--- src/rtl/msnf_pkg.sv ---
// Shared types and constants of the monotonic stack neighbor finder.
package msnf_pkg;

  localparam int STACK_DEPTH_DEF   = 64;
  localparam int VALUE_BITS_DEF    = 32;
  localparam int POSITION_BITS_DEF = 16;
  localparam int QUEUE_DEPTH       = 2;

  localparam logic CMD_PUSH  = 1'b0;
  localparam logic CMD_FLUSH = 1'b1;

  localparam logic MODE_GREATER = 1'b0;
  localparam logic MODE_SMALLER = 1'b1;

  localparam int OP_BITS = 2;

  // Classified operation, as the stack engine carries it out.
  typedef enum logic [OP_BITS-1:0] {
    OP_PUSH_GREATER = 2'd0,
    OP_PUSH_SMALLER = 2'd1,
    OP_FLUSH_REPORT = 2'd2,
    OP_FLUSH_CLEAR  = 2'd3
  } op_t;

  localparam int FLAG_BITS = 3;

  typedef struct packed {
    logic found;
    logic status;
    logic last_of_run;
  } res_flags_t;

endpackage

--- src/rtl/msnf_ram.sv ---
// Generic single-write, single-read RAM with registered read data.
module msnf_ram #(
  parameter int WIDTH = 8,
  parameter int DEPTH = 4
) (
  input  logic                     clk,
  input  logic                     wr_en,
  input  logic [$clog2(DEPTH)-1:0] wr_addr,
  input  logic [WIDTH-1:0]         wr_data,
  input  logic [$clog2(DEPTH)-1:0] rd_addr,
  output logic [WIDTH-1:0]         rd_data
);

  logic [WIDTH-1:0] mem [DEPTH];

  always_ff @(posedge clk) begin
    if (wr_en) begin
      mem[wr_addr] <= wr_data;
    end
    rd_data <= mem[rd_addr];
  end

endmodule

--- src/rtl/msnf_fifo.sv ---
// Small register-based word queue.
module msnf_fifo #(
  parameter int WIDTH = 8,
  parameter int DEPTH = 2
) (
  input  logic             clk,
  input  logic             rst,
  input  logic             wr_en,
  input  logic [WIDTH-1:0] wr_data,
  output logic             full,
  input  logic             rd_en,
  output logic [WIDTH-1:0] rd_data,
  output logic             empty
);

  localparam int PTR_BITS = (DEPTH > 1) ? $clog2(DEPTH) : 1;
  localparam int CNT_BITS = $clog2(DEPTH + 1);

  logic [WIDTH-1:0]    store [DEPTH];
  logic [PTR_BITS-1:0] wr_ptr;
  logic [PTR_BITS-1:0] rd_ptr;
  logic [CNT_BITS-1:0] fill;
  logic                do_wr;
  logic                do_rd;

  assign full    = (fill == CNT_BITS'(DEPTH));
  assign empty   = (fill == '0);
  assign do_wr   = wr_en && !full;
  assign do_rd   = rd_en && !empty;
  assign rd_data = store[rd_ptr];

  always_ff @(posedge clk) begin
    if (do_wr) begin
      store[wr_ptr] <= wr_data;
    end
  end

  always_ff @(posedge clk) begin
    if (rst) begin
      wr_ptr <= '0;
      rd_ptr <= '0;
      fill   <= '0;
    end else begin
      if (do_wr) begin
        wr_ptr <= (wr_ptr == PTR_BITS'(DEPTH - 1)) ? '0 : wr_ptr + PTR_BITS'(1);
      end
      if (do_rd) begin
        rd_ptr <= (rd_ptr == PTR_BITS'(DEPTH - 1)) ? '0 : rd_ptr + PTR_BITS'(1);
      end
      if (do_wr && !do_rd) begin
        fill <= fill + CNT_BITS'(1);
      end else if (do_rd && !do_wr) begin
        fill <= fill - CNT_BITS'(1);
      end
    end
  end

endmodule

--- src/rtl/msnf_front.sv ---
// Front end: accepts input words, classifies them by mode and queues them.
module msnf_front
  import msnf_pkg::*;
#(
  parameter int VALUE_BITS    = VALUE_BITS_DEF,
  parameter int POSITION_BITS = POSITION_BITS_DEF
) (
  input  logic                            clk,
  input  logic                            rst,
  input  logic                            mode,
  input  logic                            push,
  output logic                            full,
  input  logic                            command,
  input  logic signed [VALUE_BITS-1:0]    elem_value,
  input  logic        [POSITION_BITS-1:0] elem_position,
  output logic                            head_valid,
  output op_t                             head_op,
  output logic signed [VALUE_BITS-1:0]    head_value,
  output logic        [POSITION_BITS-1:0] head_position,
  input  logic                            head_pop
);

  localparam int ITEM_BITS = OP_BITS + VALUE_BITS + POSITION_BITS;

  op_t                  op;
  logic [ITEM_BITS-1:0] wr_item;
  logic [ITEM_BITS-1:0] rd_item;
  logic                 empty;

  always_comb begin
    unique case ({command, mode})
      {CMD_PUSH,  MODE_GREATER}: op = OP_PUSH_GREATER;
      {CMD_PUSH,  MODE_SMALLER}: op = OP_PUSH_SMALLER;
      {CMD_FLUSH, MODE_GREATER}: op = OP_FLUSH_REPORT;
      default:                   op = OP_FLUSH_CLEAR;
    endcase
  end

  assign wr_item = {op, elem_value, elem_position};

  msnf_fifo #(
    .WIDTH (ITEM_BITS),
    .DEPTH (QUEUE_DEPTH)
  ) u_queue (
    .clk     (clk),
    .rst     (rst),
    .wr_en   (push),
    .wr_data (wr_item),
    .full    (full),
    .rd_en   (head_pop),
    .rd_data (rd_item),
    .empty   (empty)
  );

  assign head_valid    = !empty;
  assign head_op       = op_t'(rd_item[ITEM_BITS-1 -: OP_BITS]);
  assign head_value    = rd_item[POSITION_BITS +: VALUE_BITS];
  assign head_position = rd_item[POSITION_BITS-1:0];

endmodule

--- src/rtl/msnf_back.sv ---
// Back end: stack engine that carries out queued operations and emits results.
module msnf_back
  import msnf_pkg::*;
#(
  parameter int STACK_DEPTH   = STACK_DEPTH_DEF,
  parameter int VALUE_BITS    = VALUE_BITS_DEF,
  parameter int POSITION_BITS = POSITION_BITS_DEF
) (
  input  logic                            clk,
  input  logic                            rst,
  input  logic                            head_valid,
  input  op_t                             head_op,
  input  logic signed [VALUE_BITS-1:0]    head_value,
  input  logic        [POSITION_BITS-1:0] head_position,
  output logic                            head_pop,
  output logic                            res_wr,
  output logic        [POSITION_BITS-1:0] res_position,
  output logic signed [VALUE_BITS-1:0]    res_value,
  output res_flags_t                      res_flags,
  input  logic                            res_full
);

  localparam int ADDR_BITS  = $clog2(STACK_DEPTH);
  localparam int CNT_BITS   = $clog2(STACK_DEPTH + 1);
  localparam int ENTRY_BITS = VALUE_BITS + POSITION_BITS;

  logic        [CNT_BITS-1:0]      count;
  logic        [CNT_BITS-1:0]      count_m2;
  logic                            reload;
  logic signed [VALUE_BITS-1:0]    top_value;
  logic        [POSITION_BITS-1:0] top_position;
  logic                            hold_valid;
  logic                            hold_valid_next;
  logic        [POSITION_BITS-1:0] hold_position;
  logic signed [VALUE_BITS-1:0]    hold_value;

  logic [ENTRY_BITS-1:0]           rd_entry;
  logic signed [VALUE_BITS-1:0]    cur_value;
  logic        [POSITION_BITS-1:0] cur_position;
  logic                            nonempty;
  logic                            stack_full;
  logic                            top_less;
  logic                            step;
  logic                            pop_en;
  logic                            push_en;
  logic                            clear_en;
  logic                            hold_load;

  // Entry count-1 lives in the top registers; after a pop the RAM word read
  // at count-2 is the new top, so take it straight from the read port.
  assign count_m2     = count - CNT_BITS'(2);
  assign cur_value    = reload ? $signed(rd_entry[ENTRY_BITS-1 -: VALUE_BITS]) : top_value;
  assign cur_position = reload ? rd_entry[POSITION_BITS-1:0] : top_position;
  assign nonempty     = (count != '0);
  assign stack_full   = (count == CNT_BITS'(STACK_DEPTH));
  assign top_less     = (cur_value < head_value);
  assign step         = head_valid && !res_full;

  msnf_ram #(
    .WIDTH (ENTRY_BITS),
    .DEPTH (STACK_DEPTH)
  ) u_stack (
    .clk     (clk),
    .wr_en   (push_en),
    .wr_addr (count[ADDR_BITS-1:0]),
    .wr_data ({head_value, head_position}),
    .rd_addr (count_m2[ADDR_BITS-1:0]),
    .rd_data (rd_entry)
  );

  always_comb begin
    head_pop        = 1'b0;
    res_wr          = 1'b0;
    res_position    = head_position;
    res_value       = '0;
    res_flags       = '{found: 1'b0, status: 1'b0, last_of_run: 1'b1};
    pop_en          = 1'b0;
    push_en         = 1'b0;
    clear_en        = 1'b0;
    hold_load       = 1'b0;
    hold_valid_next = hold_valid;
    if (step) begin
      unique case (head_op)
        OP_FLUSH_REPORT: begin
          // Drain top first, one word per cycle while the result queue has room.
          if (nonempty) begin
            res_wr       = 1'b1;
            res_position = cur_position;
            res_flags    = '{found: 1'b0, status: 1'b0,
                             last_of_run: (count == CNT_BITS'(1))};
            pop_en       = 1'b1;
            head_pop     = (count == CNT_BITS'(1));
          end else begin
            head_pop = 1'b1;
          end
        end
        OP_FLUSH_CLEAR: begin
          clear_en = 1'b1;
          head_pop = 1'b1;
        end
        OP_PUSH_GREATER: begin
          // Hold each answer back in the hold registers so the last one can be marked.
          if (nonempty && top_less) begin
            pop_en          = 1'b1;
            hold_load       = 1'b1;
            hold_valid_next = 1'b1;
            if (hold_valid) begin
              res_wr       = 1'b1;
              res_position = hold_position;
              res_value    = hold_value;
              res_flags    = '{found: 1'b1, status: 1'b0, last_of_run: 1'b0};
            end
          end else begin
            head_pop        = 1'b1;
            hold_valid_next = 1'b0;
            if (hold_valid) begin
              // A pop happened, so there is room for the new entry.
              res_wr       = 1'b1;
              res_position = hold_position;
              res_value    = hold_value;
              res_flags    = '{found: 1'b1, status: 1'b0, last_of_run: 1'b1};
              push_en      = 1'b1;
            end else if (stack_full) begin
              res_wr    = 1'b1;
              res_flags = '{found: 1'b0, status: 1'b1, last_of_run: 1'b1};
            end else begin
              push_en = 1'b1;
            end
          end
        end
        default: begin
          // Smaller mode: drop entries not below the new value, then answer.
          if (nonempty && !top_less) begin
            pop_en = 1'b1;
          end else begin
            head_pop = 1'b1;
            res_wr   = 1'b1;
            if (stack_full) begin
              res_flags = '{found: 1'b1 & 1'b0, status: 1'b1, last_of_run: 1'b1};
            end else begin
              push_en = 1'b1;
              if (nonempty) begin
                res_value = cur_value;
                res_flags = '{found: 1'b1, status: 1'b0, last_of_run: 1'b1};
              end
            end
          end
        end
      endcase
    end
  end

  always_ff @(posedge clk) begin
    if (push_en) begin
      top_value    <= head_value;
      top_position <= head_position;
    end else begin
      top_value    <= cur_value;
      top_position <= cur_position;
    end
    if (hold_load) begin
      hold_position <= cur_position;
      hold_value    <= head_value;
    end
  end

  always_ff @(posedge clk) begin
    if (rst) begin
      count      <= '0;
      reload     <= 1'b0;
      hold_valid <= 1'b0;
    end else begin
      hold_valid <= hold_valid_next;
      reload     <= pop_en;
      if (clear_en) begin
        count <= '0;
      end else if (pop_en) begin
        count <= count - CNT_BITS'(1);
      end else if (push_en) begin
        count <= count + CNT_BITS'(1);
      end
    end
  end

endmodule

--- src/rtl/monotonic_stack_neighbor_finder.sv ---
// Top level of the monotonic stack neighbor finder (next greater / nearest smaller).
//
//  channel   handshake           words carried
//  -------   ---------------     ------------------------------------------------
//  input     push / full         command, elem_value, elem_position
//  result    pop / empty         answer_position, neighbor_value, found, status,
//                                last_of_run
//  config    cfg_valid/cfg_ready cfg_data (mode: 0 next greater, 1 nearest smaller)
//
//  A push removes the stacked entries it displaces one at a time, then stacks
//  the new entry, or answers with status set if the stack is full; a
//  greater-mode flush drains stacked entries one at a time, a smaller-mode
//  flush clears the stack at once. Each element enters and leaves the stack
//  once, through the single stack RAM port pair. Input and result words each
//  pass a two-word queue. Reset clears the stack count, both queues and the
//  mode; stack RAM contents are not cleared and need no clearing pass. A full
//  result queue stalls the engine; a full input queue raises full.
module monotonic_stack_neighbor_finder
  import msnf_pkg::*;
#(
  parameter int STACK_DEPTH   = STACK_DEPTH_DEF,
  parameter int VALUE_BITS    = VALUE_BITS_DEF,
  parameter int POSITION_BITS = POSITION_BITS_DEF
) (
  input  logic                            clk,
  input  logic                            rst,
  // configuration
  input  logic                            cfg_valid,
  output logic                            cfg_ready,
  input  logic                            cfg_data,
  // input queue side
  input  logic                            push,
  output logic                            full,
  input  logic                            command,
  input  logic signed [VALUE_BITS-1:0]    elem_value,
  input  logic        [POSITION_BITS-1:0] elem_position,
  // result queue side
  output logic                            empty,
  input  logic                            pop,
  output logic        [POSITION_BITS-1:0] answer_position,
  output logic signed [VALUE_BITS-1:0]    neighbor_value,
  output logic                            found,
  output logic                            status,
  output logic                            last_of_run
);

  localparam int RES_BITS = POSITION_BITS + VALUE_BITS + FLAG_BITS;

  logic                            mode;
  logic                            head_valid;
  op_t                             head_op;
  logic signed [VALUE_BITS-1:0]    head_value;
  logic        [POSITION_BITS-1:0] head_position;
  logic                            head_pop;
  logic                            res_wr;
  logic        [POSITION_BITS-1:0] res_position;
  logic signed [VALUE_BITS-1:0]    res_value;
  res_flags_t                      res_flags;
  logic                            res_full;
  logic        [RES_BITS-1:0]      res_word;
  logic        [RES_BITS-1:0]      out_word;
  res_flags_t                      out_flags;

  // Mode must be written only while idle; the block itself does not enforce this, so always take the write.
  assign cfg_ready = 1'b1;

  always_ff @(posedge clk) begin
    if (rst) begin
      mode <= MODE_GREATER;
    end else if (cfg_valid && cfg_ready) begin
      mode <= cfg_data;
    end
  end

  // Front: classify and queue incoming words.
  msnf_front #(
    .VALUE_BITS    (VALUE_BITS),
    .POSITION_BITS (POSITION_BITS)
  ) u_front (
    .clk           (clk),
    .rst           (rst),
    .mode          (mode),
    .push          (push),
    .full          (full),
    .command       (command),
    .elem_value    (elem_value),
    .elem_position (elem_position),
    .head_valid    (head_valid),
    .head_op       (head_op),
    .head_value    (head_value),
    .head_position (head_position),
    .head_pop      (head_pop)
  );

  // Back: stack engine.
  msnf_back #(
    .STACK_DEPTH   (STACK_DEPTH),
    .VALUE_BITS    (VALUE_BITS),
    .POSITION_BITS (POSITION_BITS)
  ) u_back (
    .clk           (clk),
    .rst           (rst),
    .head_valid    (head_valid),
    .head_op       (head_op),
    .head_value    (head_value),
    .head_position (head_position),
    .head_pop      (head_pop),
    .res_wr        (res_wr),
    .res_position  (res_position),
    .res_value     (res_value),
    .res_flags     (res_flags),
    .res_full      (res_full)
  );

  // Result queue: hold finished words until the consumer pops them.
  assign res_word = {res_position, res_value, res_flags};

  msnf_fifo #(
    .WIDTH (RES_BITS),
    .DEPTH (QUEUE_DEPTH)
  ) u_result_queue (
    .clk     (clk),
    .rst     (rst),
    .wr_en   (res_wr),
    .wr_data (res_word),
    .full    (res_full),
    .rd_en   (pop),
    .rd_data (out_word),
    .empty   (empty)
  );

  assign out_flags       = res_flags_t'(out_word[FLAG_BITS-1:0]);
  assign answer_position = out_word[RES_BITS-1 -: POSITION_BITS];
  assign neighbor_value  = out_word[FLAG_BITS +: VALUE_BITS];
  assign found           = out_flags.found;
  assign status          = out_flags.status;
  assign last_of_run     = out_flags.last_of_run;

endmodule

--- config.mk ---
export PLATFORM = sky130hd
export DESIGN_NAME = monotonic_stack_neighbor_finder
export DESIGN_NICKNAME = d
export VERILOG_FILES = /design/src/rtl/msnf_pkg.sv /design/src/rtl/msnf_ram.sv /design/src/rtl/msnf_fifo.sv /design/src/rtl/msnf_front.sv /design/src/rtl/msnf_back.sv /design/src/rtl/monotonic_stack_neighbor_finder.sv
export SDC_FILE = /design/constraint.sdc
export NUM_CORES = 2
export LEC_CHECK = 0
export BUFFER_PORTS_ARGS = -buffer_cell sky130_fd_sc_hd__buf_2
export CAP_MARGIN = 20
export CORE_MARGIN = 2
export CORE_UTILIZATION = 57
export DETAILED_ROUTE_END_ITERATION = 12
export PLACE_DENSITY = 0.76
export SETUP_SLACK_MARGIN = 0.4
export SLEW_MARGIN = 40
export SYNTH_ARGS = -nofsm -noshare
export SYNTH_HDL_FRONTEND = slang
export SYNTH_SLANG_ARGS = --single-unit
--- constraint.sdc ---
create_clock -name clk -period 10.1 [get_ports clk]
set_input_delay 1.01 -clock clk [delete_from_list [all_inputs] [get_ports clk]]
set_output_delay 1.01 -clock clk [all_outputs]
set_load 0.02 [all_outputs]
==> results.json <==
{
  "cp.arrival_ps": 6970,
  "yosysSeqAreaShare_pct": 77.8,
  "synthTopCellsByCount": "3322 x edfxtp_1, 990 x mux4_2, 203 x clkbuf_1, 182 x nor2_1, 116 x dfxtp_1",
  "ys_types": 62,
  "nets": 6032,
  "min_path_type": "in -> reg",
  "clk-insertion-delay-late_ps": 1000,
  "critPathSlowestCell": "or4b_4",
  "drt-initial-drc-count": 11574,
  "seq_power_share_pct": 37.9,
  "r2r_end": "u_back.u_stack.mem[22][3]",
  "initial_utilization_pct": 57.1,
  "grt_pass1_vias": 63317,
  "crit_top_cell": "buf_4",
  "cpPeakStageDelay_ps": 730,
  "hold_depth": 1,
  "setup_viol": 0,
  "min_to": "u_front.u_queue.store[1][11]",
  "ctsResizeCount": 0,
  "outcome": "finished, final reports clean",
  "hold_buffers": 0,
  "place_area_um2": 137000,
  "min-delay-start": "elem_position[11]",
  "grt_overflow": 0,
  "grtUsageTotal_pct": 30.0,
  "ff2ff_path_depth": 12,
  "drive_gt1_share_pct": 31.8,
  "crit_required_ps": 10640,
  "power_density_nw_per_um2": 315,
  "post-route-period-util_pct": 63.7,
  "final_max_slew_viol_count": 0,
  "design_area_um2": 148000,
  "die-width_um": 484,
  "grt_max_degree": 131,
  "crit_path_start_kind": "register",
  "crit_path_max_fanout": 41,
  "synth.avg_cell_area_um2": 23.5,
  "drc": 0,
  "syn-num-nets": 5674,
  "synth-edff-count": 3322,
  "routed_wl_um": 352000,
  "rsz0062_at_grt": "false",
  "dieArea_um2": 234000,
  "clk_path_buf_depth": 4,
  "syn2layout_area_growth_pct": 13.0,
  "crit_type": "reg -> reg",
  "ys_warn_count": 0,
  "p_clk_share_pct": 27.3,
  "synth-main-ff-cell": "edfxtp_1",
  "yosysTopAreaCell": "edfxtp_1",
  "io_buffers": 107,
  "wl_per_cell_um": 38.1,
  "ir_drop_uv": 574,
  "dr.pass1.iters": 7,
  "dieHeight_um": 484,
  "via_count": 64793,
  "syn-cell-area_um2": 131000,
  "cts_inserted_buffers": 347,
  "root_buffer": "clkbuf_16",
  "power.leakage_nw": 45.3,
  "hold_viol_final": 0,
  "post_cts_buffers": 0,
  "setup-tns-final_ps": 0,
  "combPwrFrac_pct": 34.9,
  "tightest_slew_ps": 952,
  "vias_per_cell": 7.01,
  "clock-sinks": 3438,
  "fmax_mhz": 155,
  "ioPinCount": 109,
  "clk_pin_slew_worst_paths_ps": 60,
  "grt_pass1_wl_um": 495000,
  "synth_most_common_cell": "edfxtp_1",
  "maxCapViolations": 0,
  "finalHoldWorstSlack_ps": 208,
  "yosysTopAreaCellShare_pct": 76.1,
  "antenna_left": 0,
  "fin_crit_ps": 6430,
  "crit_path_end_kind": "register",
  "syn-instance-count": 5578,
  "cts_tree": "done",
  "r2r_slack_ps": 3670,
  "ys_async_sr_fraction_pct": 0,
  "synth-seq-cells": 3438,
  "cp_cell_sequence": "buf_4 -> mux2i_1 -> ha_1 -> nand4_1 -> or4_1 -> nand3b_1 -> o2111ai_2 -> o211ai_1 -> and3_1 -> or4b_4 -> nor2_4 -> buf_4",
  "power.switching_mw": 16.3,
  "cts.htree.levels": 5,
  "p_int_mw": 30.3,
  "dp_hpwl_um": 193000,
  "fin_skew_ps": 98.7,
  "switching_share_pct": 35.1,
  "gp_congestion": 0.886,
  "maxSlewHeadroom_pct": 36.3,
  "antenna_found_initial": 41,
  "rows": 176,
  "netlist_top_cells_area": "edfxtp_1 76%, mux4_2 17%, dfxtp_1 1.8%, mux2_2 0.77%, clkbuf_1 0.58%",
  "coreArea_um2": 229000
}
power by group through the flow:
stage | sequential, mW | clock (mW) | combinational, mW
6_report | 17.7 | 12.7 | 16.2
5_1_grt | 17.7 | 13.3 | 16.6
4_1_cts | 17.7 | 12.8 | 15.8
3_5_place_dp | 18.0 | 0 | 15.6
3_3_place_gp | 17.9 | 0 | 15.3
2_1_floorplan | 17.8 | 0 | 8.82
routing by layer:
metal  up-vias  routed length [µm]  global-route usage, %
met2      5385              167000                   46.3
met1     34232              126000                   42.6
met5         -                 256                      0
met4        36               10300                   8.14
met3       706               48100                   8.83
li1      24434                   -                      -
stage by stage:
stage	instances	util, %	power [mW]	setup WS, ps
6_report	9238	64.6	46.6	3670
5_1_grt	9231	64.6	47.6	3550
4_1_cts	9209	64.3	46.3	3780
3_5_place_dp	8594	59.5	33.5	3930
3_3_place_gp	8586	59.4	33.3	3650
2_1_floorplan	5578	-	26.6	572
cells by family (layout without fill, tap and decap cells):
logic type	after synthesis	count (layout)	synth area share (%)
XOR/XNOR	11	11	0.0735
AO/OA/AOI/OAI	226	226	1.07
buffers and inverters	367	991	1.09
flip-flops	3438	3438	77.8
adder cells (fa/ha/maj)	41	41	0.391
AND/OR/NAND/NOR	337	337	1.16
other	1	11	0.00286
multiplexers	1157	1157	18.4
area by class of cell:
type / count / area (µm²)
Fill cell: 13977 / 81300
Clock buffer: 443 / 9380
Inverter: 72 / 270
Tap cell: 3026 / 3790
Multi-Input combinational cell: 1773 / 28200
Timing Repair Buffer: 304 / 2650
Antenna cell: 10 / 25.0
Sequential cell: 3438 / 102000
Clock inverter: 172 / 1690
sequential cells by signal, summed over array words and instances, names as in the netlist, 2 cells and up, named ones only:
name / count
u_front.u_queue.fill: 2
u_back.hold_position: 16
u_back.count: 7
u_back.top_value: 32
u_back.hold_value: 32
u_back.top_position: 16
u_front.u_queue.store: 100
u_result_queue.fill: 2
u_back.u_stack.mem: 3072
u_back.u_stack.rd_data: 48
u_result_queue.store: 102
how the worst max path moves through the flow:
stage / end
after floorplan: u_result_queue.store[0][0]
after global placement: u_back.u_stack.mem[53][14]
after detailed placement: u_back.u_stack.mem[22][9]
after CTS: u_back.u_stack.mem[22][3]
after global routing: u_back.u_stack.mem[22][3]
final: u_back.u_stack.mem[22][3]
critical path: cells and delay by family, from the launching register on:
kind / cells / cell delay (ps)
AND/OR/NAND/NOR: 6 / 2760
AO/OA/AOI/OAI: 2 / 490
buffers and inverters: 2 / 1330
flip-flops: 1 / 480
multiplexers: 1 / 300
adder cells (fa/ha/maj): 1 / 470
cell usage in the layout, fill, tap and decap left out, drive strengths merged, types with 5 or more instances in the layout:
cell,synthesis,layout
nand2,55,55
a31oi,18,18
nand3,18,18
ha,41,41
dfxtp,116,116
inv,71,75
nor2b,15,15
clkinvlp,0,11
mux4,990,990
nor2,190,190
clkinv,1,127
a22oi,38,38
nand4,7,7
buf,92,303
o211ai,5,5
and2,7,7
o21ai,28,28
xor2,9,9
o22ai,19,19
a211oi,20,20
a21oi,82,82
clkbuf,203,444
diode,0,10
bufinv,0,31
mux2i,76,76
edfxtp,3322,3322
nand2b,7,7
mux2,91,91
nor3,12,12
Power figures use the tool's default switching activity.
